<file path="config.mk">
export PLATFORM = sky130hd
export DESIGN_NAME = combined_list_bubble_sort
export DESIGN_NICKNAME = d
export VERILOG_FILES = /design/src/hw/rtl/cbs_pkg.sv /design/src/hw/rtl/cbs_ram.sv /design/src/hw/rtl/combined_list_bubble_sort.sv
export SDC_FILE = /design/constraint.sdc
export NUM_CORES = 2
export LEC_CHECK = 0
export ABC_AREA = 1
export BUFFER_PORTS_ARGS = -buffer_cell sky130_fd_sc_hd__buf_2
export CORE_UTILIZATION = 68
export CTS_CLUSTER_DIAMETER = 80
export DETAILED_ROUTE_END_ITERATION = 12
export PLACE_DENSITY_LB_ADDON = 0.25
export SYNTH_ARGS = -nofsm -noshare
export SYNTH_HDL_FRONTEND = slang
export SYNTH_SLANG_ARGS = --single-unit
</file>
<file path="constraint.sdc">
create_clock -name clock -period 6.14 [get_ports clock]
set_clock_uncertainty 0.05 [all_clocks]
set_input_delay 0.307 -clock clock [delete_from_list [all_inputs] [get_ports clock]]
set_output_delay 0.307 -clock clock [all_outputs]
set_load 0.01 [all_outputs]
</file>
<file path="src/hw/rtl/cbs_pkg.sv">
package cbs_pkg;

   // element width on both channels
   localparam int DATA_W = 32;

   // default buffer depth
   localparam int MAX_ITEMS_DEF = 32;

endpackage

</file>
<file path="src/hw/rtl/cbs_ram.sv">
module cbs_ram
   import cbs_pkg::*;
#(
   parameter int WIDTH = DATA_W,
   parameter int DEPTH = MAX_ITEMS_DEF,
   localparam int AW = (DEPTH > 1) ? $clog2(DEPTH) : 1
) (
   input  logic             clock,
   input  logic             we,
   input  logic [AW-1:0]    waddr,
   input  logic [WIDTH-1:0] wdata,
   input  logic             re,
   input  logic [AW-1:0]    raddr,
   output logic [WIDTH-1:0] rdata
);

   logic [WIDTH-1:0] mem [DEPTH];
   logic [WIDTH-1:0] rdata_ff;

   always_ff @(posedge clock) begin
      if (we) begin
         mem[waddr] <= wdata;
      end
      // read data holds until the next read
      if (re) begin
         rdata_ff <= mem[raddr];
      end
   end

   assign rdata = rdata_ff;

endmodule

</file>
<file path="src/hw/rtl/combined_list_bubble_sort.sv">
// Combined-list bubble sorter.
//
// Input channel (req_*): one signed 32-bit value per beat, list A first and
// then list B. req_tlast marks the final beat of the batch. Values beyond
// MAX_ITEMS are dropped; a dropped beat with req_tlast still closes the batch.
// Output channel (rsp_*): the n stored values in ascending signed order,
// rsp_tlast high on the last one.
//
// Flow for a batch of n values: loading accepts one beat per cycle. After
// the closing beat req_tready drops while the single compare-swap unit
// walks the buffer in n-1 passes, each latching element 0, stepping the
// carried value along and writing it to the top (none for n = 1). Every
// step writes one RAM element and, but for the last of a pass, reads the
// next. Emission primes the RAM read, then gives one beat per cycle while
// rsp_tready is high; req_tready returns once the last beat sits in the
// output register, so the next batch may load while it waits to be taken.
// A stalled receiver simply holds the output register and the sequencer.
// Reset empties the buffer and the output register; RAM contents are not
// cleared, since only entries written in the current batch are read.
module combined_list_bubble_sort
   import cbs_pkg::*;
#(
   parameter int MAX_ITEMS = MAX_ITEMS_DEF
) (
   input  logic        clock,
   input  logic        reset,
   input  logic        req_tvalid,
   output logic        req_tready,
   input  logic [31:0] req_tdata,   // [31:0] value
   input  logic        req_tlast,   // batch_end
   output logic        rsp_tvalid,
   input  logic        rsp_tready,
   output logic [31:0] rsp_tdata,   // [31:0] sorted_value
   output logic        rsp_tlast    // final_res
);

   localparam int AW = (MAX_ITEMS > 1) ? $clog2(MAX_ITEMS) : 1;
   localparam int CW = $clog2(MAX_ITEMS + 1);

   localparam logic [2:0] S_LOAD    = 3'd0;
   localparam logic [2:0] S_FIRST   = 3'd1;
   localparam logic [2:0] S_LATCH   = 3'd2;
   localparam logic [2:0] S_STEP    = 3'd3;
   localparam logic [2:0] S_TAIL    = 3'd4;
   localparam logic [2:0] S_EMIT_RD = 3'd5;
   localparam logic [2:0] S_EMIT    = 3'd6;

   logic [2:0]        state_ff, state_in;
   logic [CW-1:0]     fill_ff, fill_in;
   logic [CW-1:0]     pass_ff, pass_in;
   logic [AW-1:0]     pos_ff, pos_in;
   logic [DATA_W-1:0] cur_ff, cur_in;
   logic [DATA_W-1:0] out_data_ff, out_data_in;
   logic              out_last_ff, out_last_in;
   logic              out_valid_ff, out_valid_in;

   logic              ram_we, ram_re;
   logic [AW-1:0]     ram_waddr, ram_raddr;
   logic [DATA_W-1:0] ram_wdata, ram_rdata;

   logic              in_beat;
   logic              full;
   logic [CW-1:0]     count_after;
   logic [CW-1:0]     last_idx;
   logic [CW-1:0]     pos_ext;
   logic              swap;
   logic              slot_free;

   cbs_ram #(
      .WIDTH (DATA_W),
      .DEPTH (MAX_ITEMS)
   ) u_ram (
      .clock (clock),
      .we    (ram_we),
      .waddr (ram_waddr),
      .wdata (ram_wdata),
      .re    (ram_re),
      .raddr (ram_raddr),
      .rdata (ram_rdata)
   );

   assign req_tready  = (state_ff == S_LOAD);
   assign in_beat     = req_tvalid && req_tready;
   assign full        = (fill_ff == CW'(MAX_ITEMS));
   assign count_after = full ? fill_ff : fill_ff + CW'(1);
   assign last_idx    = fill_ff - CW'(1);
   assign pos_ext     = CW'(pos_ff);
   // shared compare unit: carried element against the next stored one
   assign swap        = $signed(cur_ff) > $signed(ram_rdata);
   assign slot_free   = !out_valid_ff || rsp_tready;

   always_comb begin
      state_in     = state_ff;
      fill_in      = fill_ff;
      pass_in      = pass_ff;
      pos_in       = pos_ff;
      cur_in       = cur_ff;
      out_data_in  = out_data_ff;
      out_last_in  = out_last_ff;
      out_valid_in = out_valid_ff && !rsp_tready;
      ram_we       = 1'b0;
      ram_waddr    = pos_ff;
      ram_wdata    = cur_ff;
      ram_re       = 1'b0;
      ram_raddr    = '0;

      unique case (state_ff)
         S_LOAD: begin
            if (in_beat) begin
               if (!full) begin
                  ram_we    = 1'b1;
                  ram_waddr = AW'(fill_ff);
                  ram_wdata = req_tdata;
               end
               fill_in = count_after;
               if (req_tlast) begin
                  pos_in   = '0;
                  state_in = (count_after < CW'(2)) ? S_EMIT_RD : S_FIRST;
               end
            end
         end
         S_FIRST: begin
            ram_re    = 1'b1;
            ram_raddr = '0;
            pass_in   = '0;
            state_in  = S_LATCH;
         end
         S_LATCH: begin
            // element 0 becomes the carried value, fetch element 1
            cur_in    = ram_rdata;
            ram_re    = 1'b1;
            ram_raddr = AW'(1);
            pos_in    = '0;
            state_in  = S_STEP;
         end
         S_STEP: begin
            ram_we    = 1'b1;
            ram_waddr = pos_ff;
            ram_wdata = swap ? ram_rdata : cur_ff;
            cur_in    = swap ? cur_ff : ram_rdata;
            pos_in    = pos_ff + AW'(1);
            if (pos_ext + CW'(1) == last_idx) begin
               state_in = S_TAIL;
            end else begin
               ram_re    = 1'b1;
               ram_raddr = pos_ff + AW'(2);
            end
         end
         S_TAIL: begin
            // largest of the pass settles at the top
            ram_we    = 1'b1;
            ram_waddr = AW'(last_idx);
            ram_wdata = cur_ff;
            if (pass_ff == last_idx - CW'(1)) begin
               pos_in   = '0;
               state_in = S_EMIT_RD;
            end else begin
               ram_re    = 1'b1;
               ram_raddr = '0;
               pass_in   = pass_ff + CW'(1);
               state_in  = S_LATCH;
            end
         end
         S_EMIT_RD: begin
            ram_re    = 1'b1;
            ram_raddr = pos_ff;
            state_in  = S_EMIT;
         end
         S_EMIT: begin
            if (slot_free) begin
               out_valid_in = 1'b1;
               out_data_in  = ram_rdata;
               out_last_in  = (pos_ext == last_idx);
               if (pos_ext == last_idx) begin
                  fill_in  = '0;
                  state_in = S_LOAD;
               end else begin
                  ram_re    = 1'b1;
                  ram_raddr = pos_ff + AW'(1);
                  pos_in    = pos_ff + AW'(1);
               end
            end
         end
         default: begin
            state_in = S_LOAD;
         end
      endcase
   end

   always_ff @(posedge clock) begin
      if (reset) begin
         state_ff     <= S_LOAD;
         fill_ff      <= '0;
         out_valid_ff <= 1'b0;
      end else begin
         state_ff     <= state_in;
         fill_ff      <= fill_in;
         out_valid_ff <= out_valid_in;
      end
   end

   always_ff @(posedge clock) begin
      pass_ff     <= pass_in;
      pos_ff      <= pos_in;
      cur_ff      <= cur_in;
      out_data_ff <= out_data_in;
      out_last_ff <= out_last_in;
   end

   assign rsp_tvalid = out_valid_ff;
   assign rsp_tdata  = out_data_ff;
   assign rsp_tlast  = out_last_ff;

   // fill count never passes the buffer depth
   a_fill_bound: assert property (@(posedge clock) disable iff (reset)
      fill_ff <= CW'(MAX_ITEMS))
      else $error("fill count beyond buffer depth");

   // sort and emit never read the address being written
   a_no_rw_clash: assert property (@(posedge clock) disable iff (reset)
      (ram_we && ram_re) |-> (ram_waddr != ram_raddr))
      else $error("RAM read and write at one address");

   // the sequencer returns to loading only with the final beat
   a_last_on_return: assert property (@(posedge clock) disable iff (reset)
      (state_ff == S_EMIT && state_in == S_LOAD) |=> (rsp_tvalid && rsp_tlast))
      else $error("batch closed without final beat");

   // sorting runs only on a batch of two or more
   a_sort_count: assert property (@(posedge clock) disable iff (reset)
      (state_ff == S_STEP) |-> (fill_ff >= CW'(2)))
      else $error("sort step on a short batch");

endmodule
</file>
# Word level (Yosys, flattened, before mapping)
# Memory sizes are Yosys's and may differ from the RTL's. A register that Yosys moved wholly into a read port is not among the register bits.
# Cells that the tools add are included.
# op_classes
muxes,46
n_lt_le_gt_ge,2
n_eq_ne,19
n_addsub,7
reduce_logical,18
# ops
cell,count
$mux W32,4
$pmux W32 S2,2
$mux W5,10
$gt A32 B32 Y1,1
$mux W6,5
$pmux W5 S5,1
$pmux W6 S2,2
$mux W3,7
$pmux W3 S7,1
$pmux W5 S4,1
$ne A2 B2 Y1 const B,7
$add A6 B1 Y6 const B,2
$eq A6 B6 Y1,2
$sub A6 B1 Y6 const B,2
$mux W1,10
$pmux W5 S2,1
$eq A3 B3 Y1 const B,3
$add A5 B1 Y6 const B,1
$eq A3 B2 Y1 const B,2
$eq A5 B6 Y1,1
$eq A6 B6 Y1 const B,1
$lt A6 B2 Y1 const B,1
$reduce_and A2 Y1,3
$reduce_and A6 Y1,1
16 further kinds,21
# word_totals
word_cells,101
memories,1
reg_bits,86
out_inout_bits,35
mem_bits_rw,1024
# memory_table
memory,words,width,read_ports,rd_clocked_by_memory_dff,wr,line_no,source
u_ram.mem,32,32,1,1,1,cbs_ram.sv:17,logic [WIDTH-1:0] mem [DEPTH];

# Logic depth before layout (Yosys ltp)
# logic_depth
ltp_word,7
ltp_mapped,24
ltp_nobuf,19

# Cells and area by module
# A second synthesis with hierarchy kept.
# unflattened
hier_cells,4309
area_unflattened_um2,48840.6
# by_module_without_submodules
mod,seq_area_each_um2,instances,cells_each,area_each_um2
cbs_ram,31710.4,1,3536,42726.0
combined_list_bubble_sort,2482.4,1,773,6114.6

# Worst setup path before layout
# Ideal clock, no wire load.
# synth_timing
path_type,register to register
start,reg fill_ff[0]
end,mem u_ram.mem[16][0] (netlist bit) (enable)
stages_incl_launch_ff,17
synth_period_minus_slack_ps,4167
t_required_ps,5669
arrival_ps,3696
setup_slack_ps,1973
setup_ps,421
path_cell_list,dfxtp_1 > buf_4 > inv_2 > buf_6 > ha_1 > nand2_1 > nor3_1 > inv_1 > nand3_2 > clkinv_1 > nor2_2 > nor2_1 > o22ai_1 > inv_1 > nor2_1 > nand2_1 > nor2_1
# synth_via
elab_chain_len,6
elab_cells_between_ends,10
cone_classes,add/sub: 1; eq/ne: 1; mux: 8
# synth_rtl
element,line_no,source
from (decl),combined_list_bubble_sort.sv:49,"logic [CW-1:0] fill_ff, fill_in;"
from (signal assigned),combined_list_bubble_sort.sv:197,fill_ff <= fill_in;
$eq A6 B6 Y1,combined_list_bubble_sort.sv:84,assign full = (fill_ff == CW'(MAX_ITEMS));
$mux W1,combined_list_bubble_sort.sv:110,if (!full) begin
$mux W1,combined_list_bubble_sort.sv:109,if (in_beat) begin
$pmux W1 S2,combined_list_bubble_sort.sv:107,unique case (state_ff)
$mux W1,cbs_ram.sv:21,if (we) begin
$mux W1 (implied by the code),cbs_ram.sv:22,mem[waddr] <= wdata;
to (decl),cbs_ram.sv:17,
# Several ways; a longest one is shown, not always the timed one.

# Final worst setup path
# layout_timing
start,reg fill_ff[0]
end,"reg u_ram.rdata_ff[31] (netlist: u_ram.rdata[31]), read port of u_ram.mem (data pin)"
# layout_via
elab_chain_len,5
elab_cells_between_ends,14
cone_classes,add/sub: 2; eq/ne: 3; mux: 9
# layout_rtl
element,line_no,source
$sub A6 B1 Y6 *,combined_list_bubble_sort.sv:86,assign last_idx = fill_ff - CW'(1);
$sub A6 B1 Y6 or $eq A5 B6 Y1 (tied branches),"combined_list_bubble_sort.sv:154, combined_list_bubble_sort.sv:174",
"$eq A6 B6 Y1, or another cell as far along",combined_list_bubble_sort.sv:154,if (pass_ff == last_idx - CW'(1)) begin
"$mux W1, or another cell as far along",combined_list_bubble_sort.sv:154,
$pmux W1 S4 or $pmux W5 S4 (tied branches),combined_list_bubble_sort.sv:107,
to (decl),cbs_ram.sv:18,logic [WIDTH-1:0] rdata_ff;
# Every way passes the cells marked *; elsewhere a longest branch is shown, timed or not.
# A chain may end at the register's enable or synchronous reset.

==> run metrics <==
post-CTS sizing 0; vias per inst 6.31; slew margin rel. 7.01%; Final Max Slew Viols 0; WHS Path Cells 5; Pint 19.3 mW; Cell variety after synth 35; TritonCTS clock tree built; post-CTS setup buffer count 0; FP Rows 102; hold-fix buffers at CTS 2; Max Cap Viol 0; share of layout cells above drive strength 1 7.48%; pin count of the biggest net entering global routing 190; Port-buffer cells 71; Worst EP arrival 5.49 ns; DIE AREA 79800 µm²; clock slew at reported path FFs 0.06 ns; P_leak 24.8 nW; sequential fraction of the synthesis area 63.9%; yosys warns 0; achievable frequency 199 MHz; GPL Wtd Cong 0.928; Area Overhead vs Synth 9.44%; count leader, synth inv_1; Clk network pwr share 20.8%; Setup CP Type flip-flop to flip-flop; WL per Instance 22.9 µm; Residual DRC 0; Critical Path RT 6.60 ns; r2r endpoint u_ram.rdata[31]; top_reg_cell synth edfxtp_1; crit start category flip-flop; RSZ-0062 raised after global routing false; crit-path max FO 66; initial antenna violation count 2; Worst-Margin Slew 1.39 ns; Post-synth top cells inv_1, edfxtp_1, nand3_1; critical path endpoint u_ram.rdata[31]; leading area contributor after synthesis edfxtp_1; ranking of synthesized cells by area edfxtp_1, nand3_1, inv_1; sw frac 41.5%; peak supply drop 0.000491 V; total congestion overflow 0; Critical Path Start fill_ff[0]; Setup crit end kind flip-flop; clock sinks 1142; total I/O pin count 72; 1st-pass router iterations 6; number of DRC markers in iteration 0 6735; pwr/cell area 564 nW/µm²; Seq cells post-synth 1142; Final HPWL DP 78.7 mm; post-synthesis instance area 53500 µm²; antenna viol nets, final 0; root buffer cell clkbuf_16; Die Wd 282 µm; CTS buffer count 114; fin crit period 5.02 ns; status finished, final reports clean; Avg Synthesized Cell Area 10.0 µm²; Initial Util 68.9%; hold_ws 0.169 ns; Core ar. 77600 µm²; worst min path class input port to flip-flop; r2r worst-path depth 19; via count 40.4k; number of synthesized flops with an enable pin 1132; NetSw 13.7 mW; synthesized net count 5414; FF-to-FF setup slack 1.12 ns; Tcrit/Tclk final 81.8%; Reg power frac 38.8%; vias in the first global route 38.6k; chip height 282 µm; H-tree levels 3; Yosys top cell area share 63.5%; first-pass GRT wire length 223 mm; setup TNS 0 ns; cells after synthesis 5339; Skew-Pair Late Insertion Delay 0.70 ns; Layout Nets 5341; final wirelength 147 mm; final setup violation count 0; CTS max path bufs 3; Final Hold Viols 0; R2R Path Start fill_ff[0]; share of flip-flops with an asynchronous set or reset 0%; Logic pwr share 40.4%; Overall Global Routing Usage 37.1%
registers in the layout, summed over array words and instances, names as in the netlist:
| signal | flops |
|---|---|
| pos_ff | 5 |
| u_ram.rdata | 32 |
| fill_ff | 6 |
| pass_ff | 6 |
| rsp_tvalid | 1 |
| rsp_tlast | 1 |
| u_ram.mem | 1024 |
| state_ff | 3 |
| cur_ff | 32 |
| rsp_tdata | 32 |
placed cells by master, fill, tap and decap left out, types with 2 or more instances in the layout:
| cell type | Yosys | layout |
|---|---|---|
| inv_1 | 1145 | 1144 |
| edfxtp_1 | 1132 | 1132 |
| nand3_1 | 961 | 957 |
| nand2_1 | 874 | 873 |
| nand4_1 | 552 | 552 |
| clkbuf_16 | 0 | 114 |
| buf_4 | 7 | 90 |
| buf_2 | 171 | 71 |
| nor2_1 | 88 | 54 |
| o21ai_0 | 45 | 45 |
| o22ai_1 | 38 | 38 |
| ha_1 | 38 | 38 |
| nor2_4 | 1 | 34 |
| a21oi_1 | 31 | 30 |
| clkinv_1 | 1 | 30 |
| clkinv_2 | 0 | 30 |
| clkbuf_1 | 162 | 17 |
| buf_12 | 0 | 14 |
| bufinv_16 | 0 | 11 |
| nor3_1 | 12 | 10 |
| xor2_1 | 10 | 10 |
| dfxtp_1 | 10 | 10 |
| a211oi_1 | 6 | 6 |
| inv_2 | 8 | 5 |
| nand3_4 | 1 | 4 |
| clkinvlp_4 | 0 | 4 |
| clkinv_4 | 0 | 4 |
| nor2_2 | 2 | 3 |
| nor4_1 | 3 | 3 |
| nand3_2 | 2 | 3 |
| o32ai_1 | 3 | 3 |
| clkinv_16 | 0 | 3 |
| o211ai_1 | 2 | 2 |
| a31oi_1 | 2 | 2 |
| nor3_2 | 0 | 2 |
| inv_8 | 0 | 2 |
| inv_6 | 0 | 2 |
| clkinv_8 | 0 | 2 |
| dlygate4sd3_1 | 0 | 2 |
power by group through the flow:
stage	clock network (mW)	logic (mW)	registers, mW
after floorplan	0	8.11	12.7
after global placement	0	12.5	12.9
after detailed placement	0	12.8	12.9
after CTS	6.90	13.0	12.8
after global routing	7.17	14.3	12.9
final	6.89	13.4	12.8
how the worst min path moves through the flow:
stage / start / slack [ns] / end
after floorplan: u_ram.rdata[10] / 0.40 / cur_ff[10]
after global placement: u_ram.rdata[31] / 0.42 / cur_ff[31]
after detailed placement: u_ram.rdata[31] / 0.43 / cur_ff[31]
after CTS: req_tvalid / 0.13 / fill_ff[0]
after global routing: req_tlast / 0.26 / state_ff[2]
final: req_tvalid / 0.17 / fill_ff[0]
worst max-delay path, stage by stage, from the launching register on:
cell     delay, ns
dfxtp_1       0.53
inv_2         0.20
ha_1          0.48
inv_1         0.14
nand2_1       0.08
nand2_1       0.05
nor2_1        0.09
nand3_1       0.08
nor2_1        0.11
nand3_2       0.16
nand3_4       0.39
nand3_4       0.78
buf_12        0.53
nand2_1       0.11
nand3_1       0.08
nand3_1       0.13
nand3_1       0.08
nand2_1       0.25
nand2_1       0.12
nand2_1       0.25
metal layers:
layer	share of wire [%]	GRT usage (%)
met3	13	8.13
met2	46	57.5
met1	36	50.4
met5	0	0
met4	4.7	16.9
cells by family after synthesis:
kind of cell | after synthesis | synth area share [%]
buffers and inverters | 1521 | 11.2
AO/OA/AOI/OAI | 131 | 1.40
XOR/XNOR | 11 | 0.180
AND/OR/NAND/NOR | 2496 | 22.5
adder cells (fa/ha/maj) | 38 | 0.889
flip-flops | 1142 | 63.9
per-stage QoR:
| stage | area (µm²) | util (%) | setup WS [ns] | total power, mW | std cells |
|---|---|---|---|---|---|
| after floorplan | 53500 | - | 1.97 | 20.8 | 5339 |
| final | 58500 | 75.5 | 1.12 | 33.0 | 6405 |
| after global placement | 54800 | 70.6 | 1.41 | 25.4 | 6187 |
| after CTS | 58500 | 75.4 | 1.26 | 32.6 | 6403 |
| after detailed placement | 54800 | 70.6 | 1.29 | 25.8 | 6187 |
| after global routing | 58500 | 75.4 | 0.896 | 34.4 | 6404 |
area by class of cell:
class / instances / area, µm²
Clock buffer: 131 / 2920
Tap cell: 1040 / 1300
Inverter: 1154 / 4350
Antenna cell: 1 / 2.50
Timing Repair Buffer: 178 / 1350
Fill cell: 5026 / 19000
Clock inverter: 83 / 781
Sequential cell: 1142 / 34200
Multi-Input combinational cell: 2676 / 13700
Note: power is estimated with default switching activity, not from simulation.
